===== src/rtl/twl_pkg.sv =====
`timescale 1ns / 1ps

package twl_pkg;

    // Default list geometry
    localparam int TWL_DEPTH     = 16;
    localparam int TWL_TIME_BITS = 16;

    // One sweep releases at most this many entries
    localparam int MAX_RESULTS = 16;
    localparam int CNT_W       = $clog2(MAX_RESULTS + 1);

    typedef enum logic [1:0] {
        FUNC_INSERT = 2'd0,
        FUNC_TICK   = 2'd1,
        FUNC_REMOVE = 2'd2,
        FUNC_SWEEP  = 2'd3
    } t_func;

    typedef enum logic [1:0] {
        ST_OK    = 2'd0,
        ST_FULL  = 2'd1,
        ST_EMPTY = 2'd2
    } t_status;

    typedef struct packed {
        logic [1:0]  func;
        logic [7:0]  waiter_id;
        logic [15:0] wait_ticks;
    } t_in_word;

    typedef struct packed {
        logic [7:0] released_id;
        logic       id_valid;
        logic       last_of_run;
        logic [6:0] released_count;
        logic [1:0] status;
    } t_out_word;

    // Controller to datapath
    typedef struct packed {
        logic load;
        logic insert;
        logic tick;
        logic remove;
        logic sweep_start;
        logic step;
        logic finish;
    } t_dp_cmd;

    // Datapath to controller
    typedef struct packed {
        t_func func;
        logic  out_free;
        logic  rem_zero;
        logic  head_release;
        logic  pend_valid;
    } t_dp_sts;

    typedef enum logic [3:0] {
        S_IDLE = 4'b0001,
        S_EXEC = 4'b0010,
        S_SCAN = 4'b0100,
        S_DONE = 4'b1000
    } t_state;

endpackage


===== src/rtl/twl_ctrl.sv =====
`timescale 1ns / 1ps

module twl_ctrl import twl_pkg::*; (
    input  logic    i_clk,
    input  logic    i_rst_n,
    input  logic    i_in_valid,
    input  t_dp_sts i_sts,
    output t_dp_cmd o_cmd,
    output logic    o_in_stall
);

    t_state r_state;
    t_state n_state;

    always_ff @(posedge i_clk) begin
        if (!i_rst_n) begin
            r_state <= S_IDLE;
        end else begin
            r_state <= n_state;
        end
    end

    always_comb begin
        n_state    = r_state;
        o_cmd      = '0;
        o_in_stall = (r_state != S_IDLE);
        unique case (r_state)
            S_IDLE: begin
                if (i_in_valid) begin
                    o_cmd.load = 1'b1;
                    n_state    = S_EXEC;
                end
            end
            S_EXEC: begin
                unique case (i_sts.func)
                    FUNC_INSERT: begin
                        if (i_sts.out_free) begin
                            o_cmd.insert = 1'b1;
                            n_state      = S_IDLE;
                        end
                    end
                    FUNC_TICK: begin
                        o_cmd.tick = 1'b1;
                        n_state    = S_IDLE;
                    end
                    FUNC_REMOVE: begin
                        if (i_sts.out_free) begin
                            o_cmd.remove = 1'b1;
                            n_state      = S_IDLE;
                        end
                    end
                    FUNC_SWEEP: begin
                        o_cmd.sweep_start = 1'b1;
                        n_state           = S_SCAN;
                    end
                    default: n_state = S_IDLE;
                endcase
            end
            S_SCAN: begin
                // a release with a held result pushes that result out first
                if (i_sts.rem_zero) begin
                    n_state = S_DONE;
                end else if (!(i_sts.head_release && i_sts.pend_valid) || i_sts.out_free) begin
                    o_cmd.step = 1'b1;
                end
            end
            S_DONE: begin
                if (i_sts.out_free) begin
                    o_cmd.finish = 1'b1;
                    n_state      = S_IDLE;
                end
            end
            default: n_state = S_IDLE;
        endcase
    end

endmodule


===== src/rtl/twl_dp.sv =====
`timescale 1ns / 1ps

module twl_dp import twl_pkg::*; #(
    parameter int DEPTH     = TWL_DEPTH,
    parameter int TIME_BITS = TWL_TIME_BITS
) (
    input  logic      i_clk,
    input  logic      i_rst_n,
    input  t_in_word  i_in_word,
    input  logic      i_out_stall,
    input  t_dp_cmd   i_cmd,
    output t_dp_sts   o_sts,
    output logic      o_out_valid,
    output t_out_word o_out_word
);

    localparam int IDX_W = $clog2(DEPTH);
    localparam int OCC_W = $clog2(DEPTH + 1);
    localparam logic [31:0] TMAX = 32'((64'd1 << TIME_BITS) - 64'd1);

    // latched input word
    t_func       r_func;
    logic [7:0]  r_id;
    logic [15:0] r_ticks;

    // entry shift line, oldest at index 0
    logic [7:0]           r_hdl   [DEPTH];
    logic [TIME_BITS-1:0] r_cnt   [DEPTH];
    logic                 r_timed [DEPTH];

    logic [OCC_W-1:0] r_occ;
    logic [OCC_W-1:0] r_rem;
    logic [CNT_W-1:0] r_nrel;
    logic             r_pend_valid;
    logic [7:0]       r_pend_id;
    logic             r_out_valid;
    t_out_word        r_out_word;

    logic             full;
    logic             empty;
    logic             out_free;
    logic             head_release;
    logic             wrap;
    logic [31:0]      ticks_wide;
    logic [TIME_BITS-1:0] ticks_sat;
    logic [OCC_W-1:0] occ_m1;
    logic [IDX_W-1:0] ins_idx;
    logic [IDX_W-1:0] keep_idx;
    logic             push;
    t_out_word        n_out_word;

    assign full         = (r_occ == OCC_W'(DEPTH));
    assign empty        = (r_occ == '0);
    assign out_free     = !r_out_valid || !i_out_stall;
    assign head_release = r_timed[0] && (r_cnt[0] == '0) && (r_nrel < CNT_W'(MAX_RESULTS));
    assign wrap         = i_cmd.step && !head_release;
    assign ticks_wide   = {16'd0, r_ticks};
    assign ticks_sat    = (ticks_wide > TMAX) ? TMAX[TIME_BITS-1:0]
                                              : ticks_wide[TIME_BITS-1:0];
    assign occ_m1       = r_occ - OCC_W'(1);
    assign ins_idx      = r_occ[IDX_W-1:0];
    assign keep_idx     = occ_m1[IDX_W-1:0];

    assign o_sts.func         = r_func;
    assign o_sts.out_free     = out_free;
    assign o_sts.rem_zero     = (r_rem == '0);
    assign o_sts.head_release = head_release;
    assign o_sts.pend_valid   = r_pend_valid;

    always_ff @(posedge i_clk) begin
        if (i_cmd.load) begin
            r_func  <= t_func'(i_in_word.func);
            r_id    <= i_in_word.waiter_id;
            r_ticks <= i_in_word.wait_ticks;
        end
    end

    // entry storage: append at tail, decrement all, shift toward head
    always_ff @(posedge i_clk) begin
        if (i_cmd.insert && !full) begin
            r_hdl[ins_idx]   <= r_id;
            r_cnt[ins_idx]   <= ticks_sat;
            r_timed[ins_idx] <= (ticks_sat != '0);
        end
        if (i_cmd.tick) begin
            for (int k = 0; k < DEPTH; k++) begin
                if (r_cnt[k] != '0) begin
                    r_cnt[k] <= r_cnt[k] - TIME_BITS'(1);
                end
            end
        end
        if ((i_cmd.remove && !empty) || i_cmd.step) begin
            for (int k = 0; k < DEPTH - 1; k++) begin
                if (!(wrap && (IDX_W'(k) == keep_idx))) begin
                    r_hdl[k]   <= r_hdl[k+1];
                    r_cnt[k]   <= r_cnt[k+1];
                    r_timed[k] <= r_timed[k+1];
                end
            end
            // a kept head wraps around to the tail of the list
            if (wrap) begin
                r_hdl[keep_idx]   <= r_hdl[0];
                r_cnt[keep_idx]   <= r_cnt[0];
                r_timed[keep_idx] <= r_timed[0];
            end
        end
    end

    always_ff @(posedge i_clk) begin
        if (!i_rst_n) begin
            r_occ        <= '0;
            r_pend_valid <= 1'b0;
        end else begin
            if ((i_cmd.insert && !full)) begin
                r_occ <= r_occ + OCC_W'(1);
            end else if ((i_cmd.remove && !empty) || (i_cmd.step && head_release)) begin
                r_occ <= occ_m1;
            end
            if (i_cmd.sweep_start || i_cmd.finish) begin
                r_pend_valid <= 1'b0;
            end else if (i_cmd.step && head_release) begin
                r_pend_valid <= 1'b1;
            end
        end
    end

    always_ff @(posedge i_clk) begin
        if (i_cmd.sweep_start) begin
            r_rem  <= r_occ;
            r_nrel <= '0;
        end else if (i_cmd.step) begin
            r_rem <= r_rem - OCC_W'(1);
            if (head_release) begin
                r_nrel    <= r_nrel + CNT_W'(1);
                r_pend_id <= r_hdl[0];
            end
        end
    end

    always_comb begin
        push       = 1'b0;
        n_out_word = '0;
        n_out_word.last_of_run = 1'b1;
        n_out_word.status      = ST_OK;
        if (i_cmd.insert) begin
            push = 1'b1;
            n_out_word.status = full ? ST_FULL : ST_OK;
        end else if (i_cmd.remove) begin
            push = 1'b1;
            if (empty) begin
                n_out_word.status = ST_EMPTY;
            end else begin
                n_out_word.released_id = r_hdl[0];
                n_out_word.id_valid    = 1'b1;
            end
        end else if (i_cmd.step && head_release && r_pend_valid) begin
            push = 1'b1;
            n_out_word.released_id = r_pend_id;
            n_out_word.id_valid    = 1'b1;
            n_out_word.last_of_run = 1'b0;
        end else if (i_cmd.finish) begin
            push = 1'b1;
            if (r_pend_valid) begin
                n_out_word.released_id    = r_pend_id;
                n_out_word.id_valid       = 1'b1;
                n_out_word.released_count = 7'(r_nrel);
            end
        end
    end

    always_ff @(posedge i_clk) begin
        if (!i_rst_n) begin
            r_out_valid <= 1'b0;
        end else begin
            r_out_valid <= push || (r_out_valid && i_out_stall);
        end
    end

    always_ff @(posedge i_clk) begin
        if (push) begin
            r_out_word <= n_out_word;
        end
    end

    assign o_out_valid = r_out_valid;
    assign o_out_word  = r_out_word;

endmodule


===== src/rtl/timed_wait_list_core.sv =====
`timescale 1ns / 1ps

// Channel   Direction  Handshake                 Payload
// in        input      i_in_valid / o_in_stall   i_in_word  (t_in_word)
// out       output     o_out_valid / i_out_stall o_out_word (t_out_word)
//
// Insert, tick and remove latch the word, then act; insert and remove also wait
// for a free output register. A sweep latches, starts, pops each entry from the
// head of the shift line (release it or re-append it), makes a closing check, and
// pushes the final result. Output back-pressure stalls the sequence only where a
// result must be pushed.
// Reset (i_rst_n low, synchronous) empties the list; entry storage is not cleared.
// A new word is taken while the last result still waits in the output register.

module timed_wait_list_core import twl_pkg::*; #(
    parameter int DEPTH     = TWL_DEPTH,
    parameter int TIME_BITS = TWL_TIME_BITS
) (
    input  logic      i_clk,
    input  logic      i_rst_n,
    input  logic      i_in_valid,
    output logic      o_in_stall,
    input  t_in_word  i_in_word,
    output logic      o_out_valid,
    input  logic      i_out_stall,
    output t_out_word o_out_word
);

    t_dp_cmd cmd;
    t_dp_sts sts;

    // Sequence the operation: latch, act, and for a sweep scan then close
    twl_ctrl u_ctrl (
        .i_clk      (i_clk),
        .i_rst_n    (i_rst_n),
        .i_in_valid (i_in_valid),
        .i_sts      (sts),
        .o_cmd      (cmd),
        .o_in_stall (o_in_stall)
    );

    // Hold the entries, counters and output register
    twl_dp #(
        .DEPTH     (DEPTH),
        .TIME_BITS (TIME_BITS)
    ) u_dp (
        .i_clk       (i_clk),
        .i_rst_n     (i_rst_n),
        .i_in_word   (i_in_word),
        .i_out_stall (i_out_stall),
        .i_cmd       (cmd),
        .o_sts       (sts),
        .o_out_valid (o_out_valid),
        .o_out_word  (o_out_word)
    );

    // An invalid result always closes its run
    a_invalid_last: assert property (@(posedge i_clk) disable iff (!i_rst_n)
        o_out_valid && !o_out_word.id_valid |-> o_out_word.last_of_run)
        else $error("invalid result not marked last");

    // A nonzero release count appears only on the last, valid result of a sweep
    a_count_last: assert property (@(posedge i_clk) disable iff (!i_rst_n)
        o_out_valid && (o_out_word.released_count != 7'd0)
        |-> o_out_word.last_of_run && o_out_word.id_valid
            && (o_out_word.status == ST_OK))
        else $error("release count on a non-final result");

    // Error status never carries a handle
    a_err_no_id: assert property (@(posedge i_clk) disable iff (!i_rst_n)
        o_out_valid && (o_out_word.status != ST_OK)
        |-> !o_out_word.id_valid && o_out_word.last_of_run)
        else $error("error status with a valid handle");

    // The scan never steps while a released result is blocked
    a_step_free: assert property (@(posedge i_clk) disable iff (!i_rst_n)
        cmd.step && sts.head_release && sts.pend_valid |-> sts.out_free)
        else $error("sweep advanced over a blocked output");

endmodule

===== config.mk =====
export PLATFORM = sky130hd
export DESIGN_NAME = timed_wait_list_core
export DESIGN_NICKNAME = d
export VERILOG_FILES = /design/src/rtl/twl_pkg.sv /design/src/rtl/twl_ctrl.sv /design/src/rtl/twl_dp.sv /design/src/rtl/timed_wait_list_core.sv
export SDC_FILE = /design/constraint.sdc
export NUM_CORES = 1
export LEC_CHECK = 0
export BUFFER_PORTS_ARGS = -buffer_cell sky130_fd_sc_hd__buf_4
export CORE_ASPECT_RATIO = 1.1
export CORE_MARGIN = 2
export CORE_UTILIZATION = 30
export CTS_BUF_LIST = sky130_fd_sc_hd__clkbuf_4 sky130_fd_sc_hd__clkbuf_8
export DETAILED_ROUTE_END_ITERATION = 16
export PLACE_DENSITY = 0.45
export SKIP_LAST_GASP = 1
export SLEW_MARGIN = 10
export SYNTH_ARGS = -nofsm -noshare
export SYNTH_HDL_FRONTEND = slang
export SYNTH_HIERARCHICAL = 1
export SYNTH_SLANG_ARGS = --single-unit

===== constraint.sdc =====
create_clock -name i_clk -period 7.9 [get_ports i_clk]
set_clock_uncertainty 0.15 [all_clocks]
set_input_delay 0.395 -clock i_clk [delete_from_list [all_inputs] [get_ports i_clk]]
set_output_delay 0.395 -clock i_clk [all_outputs]
set_load 0.02 [all_outputs]

Word-level counts from Yosys, hierarchy flattened
Memory sizes are Yosys's and may differ from the RTL's.
Index checks and enable logic that the tools add are counted.
{"block": "totals", "latch_bits": 0, "ff_bits": 74, "inputBits": 30, "romBits": 0, "memories": 3, "wordCells": 318, "output_inout_bits": 21, "mem_bits_rw": 400}
{"block": "op_classes", "n_addsub": 20, "reduce_logical": 72, "muxes": 161, "order_cmp": 2, "shift": 0, "multipliers": 0, "n_div": 0, "n_bitwise": 19, "n_eq_ne": 25}
{"memory": "u_dp.r_cnt", "depth": 16, "word_bits": 16, "rd": 16, "rd_clocked_by_memory_dff": 0, "write_ports": 16, "line_no": "twl_dp.sv:28", "text": "logic [TIME_BITS-1:0] r_cnt [DEPTH];"}
{"memory": "u_dp.r_hdl", "depth": 16, "word_bits": 8, "rd": 16, "rd_clocked_by_memory_dff": 0, "write_ports": 16, "line_no": "twl_dp.sv:27", "text": "logic [7:0] r_hdl [DEPTH];"}
{"memory": "u_dp.r_timed", "depth": 16, "word_bits": 1, "rd": 16, "rd_clocked_by_memory_dff": 0, "write_ports": 16, "line_no": "twl_dp.sv:29", "text": "logic r_timed [DEPTH];"}
{"op": "$mux W16", "n": 18}
{"op": "$reduce_bool A16 Y1", "n": 17}
{"op": "$sub A16 B1 Y16 const B", "n": 16}
{"op": "$mux W1", "n": 120}
{"op": "$mux W9", "n": 5}
{"op": "$mux W4", "n": 8}
{"op": "$reduce_or A16 Y1", "n": 2}
{"op": "$eq A4 B4 Y1 const A", "n": 7}
{"op": "$logic_and A1 B1 Y1", "n": 24}
{"op": "$mux W5", "n": 4}
{"op": "$eq A3 B4 Y1 const A", "n": 4}
{"op": "$gt A16 B16 Y1 const B", "n": 1}
{"op": "$logic_not A16 Y1", "n": 1}
{"op": "$pmux W4 S4", "n": 1}
{"op": "$or A1 B1 Y1", "n": 15}
{"op": "$pmux W4 S3", "n": 1}
{"op": "$add A5 B1 Y5 const B", "n": 2}
{"op": "$logic_not A5 Y1", "n": 2}
{"op": "$sub A5 B1 Y5 const B", "n": 2}
{"op": "$eq A2 B4 Y1 const A", "n": 2}
{"op": "$mux W8", "n": 1}
{"op": "$reduce_or A8 Y1", "n": 1}
{"op": "$logic_not A1 Y1", "n": 6}
{"op": "$logic_or A1 B1 Y1", "n": 6}
{"op": "other kinds (22)", "n": 33}

Depth between registers and ports, before layout
Gate-level depths: netlist of run 1.
An unclocked memory read counts as a cell.
{"block": "depth", "depth_word": 18, "ltp_mapped": 22, "depth_no_buf": 15}

By module
The synthesis of run 1 kept the hierarchy.
{"mod": "twl_dp", "area_per_inst_um2": 28670.0, "seq_area_each_um2": 13933.4, "n_inst": 1, "cells_each": 2861}
{"mod": "twl_ctrl", "area_per_inst_um2": 404.1, "seq_area_each_um2": 80.1, "n_inst": 1, "cells_each": 49}

Worst setup path before layout of run 1
Ideal clock, no wire load.
{"block": "synth_timing", "path_type": "register to register", "startpoint": "mem u_dp/r_cnt[0][0] in the netlist's numbering", "endpoint": "mem u_dp/r_cnt[0][0] in the netlist's numbering (enable)", "setup_time_ps": 399, "t_arrival_ps": 4199, "period_less_slack_ps": 4747, "setup_slack_ps": 3153, "required_time_ps": 7351, "path_buffers": 7, "stages_incl_launch_ff": 20, "path_cell_list": "edfxtp_1 -> clkbuf_1 -> clkinv_1 -> ha_1 -> nor2b_1 -> and3_1 -> clkbuf_1 -> nand2_1 -> inv_1 -> buf_4 -> buf_4 -> nand2_1 -> o21ai_0 -> nor3_1 -> clkbuf_1 -> nand2b_1 -> clkbuf_1 -> clkbuf_1 -> a21oi_1 -> a32oi_1"}
{"element": "start, declared", "line_no": "twl_dp.sv:28"}

==> impl_metrics.env, run 1 <==
export IMPL_outcome="finished, final reports clean"
export IMPL_viasPerCell=5.873
export IMPL_syn_cell_area_um2=29070
export IMPL_drtPass1Iterations=5
export IMPL_endpoint="u_dp/r_cnt[4][11]"
export IMPL_drv_cap=0
export IMPL_rows=119
export IMPL_die_y_um=330.5
export IMPL_postSynth_asyncResetShare_pct=0
export IMPL_cts_sinks=472
export IMPL_cts_setup_buffers=0
export IMPL_synth_top_area_cell="edfxtp_1"
export IMPL_swShare_pct=26.84
export IMPL_grt_pass1_wl_um=162200
export IMPL_synth_cell_types=90
export IMPL_grt_pass1_vias=23980
export IMPL_dp_hpwl_um=72230
export IMPL_clockBufferDepth=3
export IMPL_grt_use_total_pct=21.77
export IMPL_cp_slowest_cell="edfxtp_1"
export IMPL_drive_gt1_share_pct=12.48
export IMPL_crit_path_start="u_dp/r_cnt[0][6]"
export IMPL_worst_slew_pin_slew_ps=1231
export IMPL_postRouteAntennaNets=0
export IMPL_powerDensity_nw_per_um2=189.4
export IMPL_gr_total_overflow=0
export IMPL_wl_per_cell_um=26.04
export IMPL_power_frac_seq_pct=47.7
export IMPL_gpl_final_weighted_congestion=0.8726
export IMPL_grt_max_degree=84
export IMPL_area_growth_pct=12.50
export IMPL_power_frac_clock_pct=40.5
export IMPL_crit_type="flip-flop to flip-flop"
export IMPL_fin_crit_sh_pct=79.20
export IMPL_synth_seq_area_share_pct=48.20
export IMPL_die_area_um2=99420
export IMPL_worstPathRequired_ps=8050
export IMPL_period_minus_slack_ps=6257
export IMPL_power_internal_uw=4533
export IMPL_slowest_delay_ps=870
export IMPL_p_comb_share_pct=11.8
export IMPL_yosys_cell_count_top_type="edfxtp_1"
export IMPL_fillers=9801
export IMPL_h_tree_depth=3
export IMPL_dp_cells=4031
export IMPL_clkLatencyLatePin_ps=740
export IMPL_hold_viol=0
export IMPL_ios=51
export IMPL_crit_fanout=27
export IMPL_final_nets=2953
export IMPL_core_um2=95890
export IMPL_final_cells=4227
export IMPL_reg2reg_depth=11
export IMPL_synthFlopType="edfxtp_1"
export IMPL_drc=0
export IMPL_r2r_slack_ps=1640
export IMPL_min_path_type="primary input to flip-flop"
export IMPL_crit_top_cell="nand2_1"
export IMPL_synth_edf_count=456
export IMPL_p_leak_uw=0.01042
export IMPL_synth_top_area_share_pct=47.10
export IMPL_setup_tns_ps=0
export IMPL_cts_resized=0
export IMPL_clock_fmax_mhz=159.8
export IMPL_ys_ff_latch=472
export IMPL_netlist_instances=2910
export IMPL_cts_tree="built"
export IMPL_timing_rr_end="u_dp/r_cnt[4][11]"
export IMPL_die_x_um=300.8
export IMPL_slew_violations=0
export IMPL_r2r_start="u_dp/r_cnt[0][6]"
export IMPL_rsz0062_at_grt="no"
export IMPL_p_total_uw=6196
export IMPL_startpoint_type="flip-flop"
export IMPL_cts_buffers=90
export IMPL_drt_total_wl_um=110100
export IMPL_clock_root_buffer="clkbuf_8"
export IMPL_crit_chain="nor4_2, and3_1, nand2_1, inv_1, nand2_1, o21ai_0, nor3_1, buf_4, a21oi_4, nand2_1, nand2b_1"
export IMPL_yosysWarnings=6
export IMPL_vias=24820
export IMPL_synth_common_cells="edfxtp_1 (456), nand2_1 (322), nor2_1 (296)"
export IMPL_p_sw_uw=1663
export IMPL_port_buffers=48
export IMPL_cts_clk_slew_worst_paths_ps=60
export IMPL_relSlewSlack_pct=17.52
export IMPL_setup_violations=0
export IMPL_vdd_ir_drop_max_mv=0.1465
export IMPL_arrival_ps=6410
export IMPL_drt_iter0_markers=2449
export IMPL_synthTopCellsByArea="edfxtp_1 (47%), a221o_1 (6.6%), nand2_1 (4.2%)"
export IMPL_antenna_found_initial=1
export IMPL_endpoint_kind="flip-flop"
export IMPL_initial_utilization_pct=30.32
export IMPL_avgSynthCellArea_um2=9.991
==> what timing repair did <==
| action | CTS | global route |
|---|---|---|
| hold buffers | 30 | 0 |
| endpoints found under the hold margin | 37 | 0 |
| endpoints found under the setup margin | 0 | 0 |
==> critical path: cells and delay by family (launching register included) <==
kind / cells / cell delay (ps)
flops: 1 / 870
simple gates: 7 / 3100
compound gates: 2 / 910
buf+inv: 2 / 750
==> power by group through the flow <==
stage                     Clock (uW)  Sequential [uW]  Combinational (uW)
after floorplan                    0             2960                 480
after global placement             0             3000                 697
after detailed placement           0             3000                 706
after CTS                       2580             2950                 722
after global routing            2700             2960                 789
final                           2510             2960                 729
==> flip-flops by register name, indices dropped and copies added (netlist names), 8 cells and up <==
name	count
u_dp/o_out_word	17
u_dp/r_cnt	256
u_dp/r_hdl	128
u_dp/r_id	8
u_dp/r_pend_id	8
u_dp/r_ticks	16
u_dp/r_timed	16
==> layout make-up <==
| type | instances | area (um^2) | area share (%) |
|---|---|---|---|
| sequential | 472 | 14010 | 42.84 |
| multi-input combinational | 2114 | 13830 | 42.29 |
| tap | 1270 | 1589 | 4.858 |
| clock buffer | 126 | 1546 | 4.728 |
| timing repair buffer | 153 | 1249 | 3.818 |
| clock inverter | 39 | 279.0 | 0.8531 |
| inverter | 52 | 195.2 | 0.5968 |
| antenna | 1 | 2.502 | 0.007651 |
==> per-layer routing <==
layer  up-vias  GRT usage [%]  routed length [um]
li1      11090              -                   -
met5         -              0                   0
met1     12450          28.93               47090
met3       207          3.122                7354
met2      1083          35.04               50860
met4         0          10.13                4780
==> per-stage QoR <==
step | instance area, um^2 | hold WS, ps | utilization (%) | setup slack [ps]
CTS | 32710 | 154.0 | 34.11 | 1726
global route | 32710 | 196.7 | 34.11 | 1237
global placement | 30580 | 346.9 | 31.89 | 1956
detailed placement | 30580 | 348.2 | 31.89 | 1747
floorplan | 29080 | 274.4 | - | 3153
finish | 32710 | 226.5 | 34.11 | 1643
==> logic make-up (layout without fill, tap and decap cells) <==
logic type               Yosys count  count (layout)  share of synthesized area, %
AO/OA/AOI/OAI                    807             807                         20.79
flip-flops                       472             472                         48.20
AND/OR/NAND/NOR                 1017            1017                         16.82
XOR/XNOR                         201             201                         6.055
other                              1               3                       0.01290
buffers and inverters            325             370                         4.669
adder cells (fa/ha/maj)           40              40                         1.721
multiplexers                      47              47                         1.739
==> worst min path at each step <==
stage                          start           endpoint  slack [ps]  depth (start not counted)
floorplan           u_dp/r_hdl[0][0]  u_dp/r_pend_id[0]         270                          0
global placement      u_dp/r_nrel[1]     u_dp/r_nrel[1]         350                          2
detailed placement    u_dp/r_nrel[1]     u_dp/r_nrel[1]         350                          2
CTS                     i_in_word[3]    u_dp/r_ticks[3]         150                          2
global route            i_in_word[3]    u_dp/r_ticks[3]         200                          2
finish                  i_in_word[3]    u_dp/r_ticks[3]         230                          2
==> cells in the final DEF (no fill, tap or decap), types with 40 or more instances in the layout <==
cell type and n:
nor3_1 65, a31oi_1 54, edfxtp_1 456, o21ai_0 101, nand2_1 322, o211ai_1 89, nand3_1 50, buf_4 121
xnor2_1 106, clkbuf_8 96, a221o_1 192, xor2_1 95, a21oi_1 143, nor2_1 293, inv_1 50, a211oi_1 59
ha_1 40, nor4_1 50
No activity file was read; power rests on OpenSTA's default activity.
==> inputs of run 2 (changes only) <==
--- a/config.mk
+++ b/config.mk
@@ -11,7 +11,7 @@
 export CORE_UTILIZATION = 30
 export CTS_BUF_LIST = sky130_fd_sc_hd__clkbuf_4 sky130_fd_sc_hd__clkbuf_8
 export DETAILED_ROUTE_END_ITERATION = 16
-export PLACE_DENSITY = 0.45
+export PLACE_DENSITY = 0.47
 export SKIP_LAST_GASP = 1
 export SLEW_MARGIN = 10
 export SYNTH_ARGS = -nofsm -noshare
==> constraint.sdc (replaced) <==
create_clock -name i_clk -period 5.15 [get_ports i_clk]
set_clock_uncertainty 0.15 [all_clocks]
set_input_delay 0.2575 -clock i_clk [delete_from_list [all_inputs] [get_ports i_clk]]
set_output_delay 0.2575 -clock i_clk [all_outputs]
set_load 0.02 [all_outputs]
==> impl_metrics.env, run 2 (synthesis gave the netlist of run 1 again) <==
export IMPL_outcome="finished, final reports clean"
export IMPL_final_area_um2=32860
export IMPL_crit_type="flip-flop to flip-flop"
export IMPL_area_growth_pct=13.02
export IMPL_clkLatencyLatePin_ps=740
export IMPL_relSlewSlack_pct=18.08
export IMPL_grt_max_degree=136
export IMPL_fin_crit_sh_pct=93.63
export IMPL_grt_pass1_vias=24510
export IMPL_slowest_delay_ps=720
export IMPL_cts_resized=0
export IMPL_gr_total_overflow=0
export IMPL_powerDensity_nw_per_um2=287.4
export IMPL_cp_buffers_inverters=3
export IMPL_drtPass1Iterations=6
export IMPL_endpoint_kind="flip-flop"
export IMPL_reg2reg_depth=12
export IMPL_initial_utilization_pct=30.32
export IMPL_die_y_um=330.5
export IMPL_port_buffers=48
export IMPL_viasPerCell=5.878
export IMPL_final_nets=2977
export IMPL_rsz0062_at_grt="no"
export IMPL_drive_gt1_share_pct=13.11
export IMPL_worstPathRequired_ps=5280
export IMPL_cts_clk_slew_worst_paths_ps=60
export IMPL_largest_reg_flops=256
export IMPL_setup_tns_ps=0
export IMPL_ios=51
export IMPL_setup_violations=0
export IMPL_hold_viol=0
export IMPL_core_um2=95890
export IMPL_postRouteAntennaNets=0
export IMPL_grt_use_total_pct=21.72
export IMPL_cp_slowest_cell="nand2b_1"
export IMPL_clock_root_buffer="clkbuf_8"
export IMPL_crit_chain="or4_4, nor4_4, buf_4, nand2_1, inv_1, nand2_1, o21ai_0, nor3_1, buf_4, a21oi_4, nand2_1, nand2b_1"
export IMPL_cts_hold_buffers=30
export IMPL_die_area_um2=99420
export IMPL_cts_sinks=472
export IMPL_startpoint_type="flip-flop"
export IMPL_gpl_final_weighted_congestion=0.8892
export IMPL_p_leak_uw=0.01052
export IMPL_final_common_cell="edfxtp_1"
export IMPL_vias=24950
export IMPL_antenna_found_initial=4
export IMPL_cts_setup_buffers=0
export IMPL_top_register="u_dp/r_cnt"
export IMPL_drc=0
export IMPL_layout_common_cells="edfxtp_1 (456), nand2_1 (322), nor2_1 (295)"
export IMPL_die_x_um=300.8
export IMPL_period_minus_slack_ps=4822
export IMPL_clock_fmax_mhz=207.4
export IMPL_cts_buffers=89
export IMPL_crit_top_cell="nand2_1"
export IMPL_worst_slew_pin_slew_ps=1229
export IMPL_h_tree_depth=3
export IMPL_min_path_type="primary input to flip-flop"
export IMPL_crit_fanout=16
export IMPL_grt_pass1_wl_um=162000
export IMPL_rows=119
export IMPL_drt_iter0_markers=2609
export IMPL_place_area_um2=30790
export IMPL_arrival_ps=4960
export IMPL_slew_violations=0
export IMPL_vdd_ir_drop_max_mv=0.2186
export IMPL_whs_path_depth=2
export IMPL_cts_tree="built"
export IMPL_drv_cap=0
export IMPL_crit_family="simple AND/OR/NAND/NOR gates"
export IMPL_dp_hpwl_um=71390
export IMPL_wl_per_cell_um=25.91
export IMPL_drt_total_wl_um=110000
export IMPL_path_depth=12
export IMPL_clockBufferDepth=3
## run 2: changes by cell type in the layout (fill, tap and decap cells not counted)
cell	previous run	this run
clkinvlp_4	0	2
clkbuf_4	30	26
inv_6	1	0
buf_12	2	4
inv_8	2	1
nor2_1	293	295
nor2_2	9	7
clkinv_8	2	1
buf_4	121	144
clkinv_2	7	10
clkinv_1	26	21
## run 2: per-layer routing
metal | vias up | wire length (um) | GRT usage (%)
li1 | 11110 | - | -
met2 | 1223 | 51230 | 35.60
met3 | 223 | 8655 | 3.726
met4 | 0 | 4036 | 8.620
met5 | - | 0 | 0
met1 | 12400 | 46060 | 28.52
## run 2: worst paths after layout
kind	from	end	slack [ps]
worst min-delay path	i_in_word[14]	u_dp/r_ticks[14]	90
worst max-delay path	u_dp/r_cnt[0][13]	u_dp/r_cnt[4][7]	330
worst min register to register	u_dp/r_nrel[1]	u_dp/r_nrel[1]	350
worst max register to register	u_dp/r_cnt[0][13]	u_dp/r_cnt[4][7]	330
## run 2: worst reg2reg max path, delay by kind of cell, from the launching register on
family | cells | cell delay (ps)
AND/OR/NAND/NOR | 7 | 2530
AO/OA/AOI/OAI | 2 | 720
buffers and inverters | 3 | 550
flip-flops | 1 | 420
## run 2: area by class of cell
cell class                 instances  area [um^2]
antenna                            1        2.502
clock buffer                     122         1516
fill                            9715        63030
multi-input combinational       2114        13830
sequential                       472        14010
timing repair buffer             178         1461
clock inverter                    36        254.0
tap                             1270         1589
inverter                          52        195.2
## run 2: report_power, final
part           leakage (uW)  total [uW]  internal, uW  switching, uW
Clock              0.000934        3780          2050           1730
Combinational       0.00541        1140           456            681
Sequential          0.00418        4530          4400            124
## run 2: stage by stage
stage	utilization, %	cells	power [uW]	hold slack (ps)	worst slack, ps
after CTS	34.27	4244	9528	40.69	365.6
after global placement	32.11	4056	5688	287.0	507.1
final	34.27	4245	9444	90.28	328.0
after global routing	34.27	4245	9787	91.24	136.2
after floorplan	-	2911	5277	188.3	402.9
after detailed placement	32.11	4056	5705	287.0	398.0
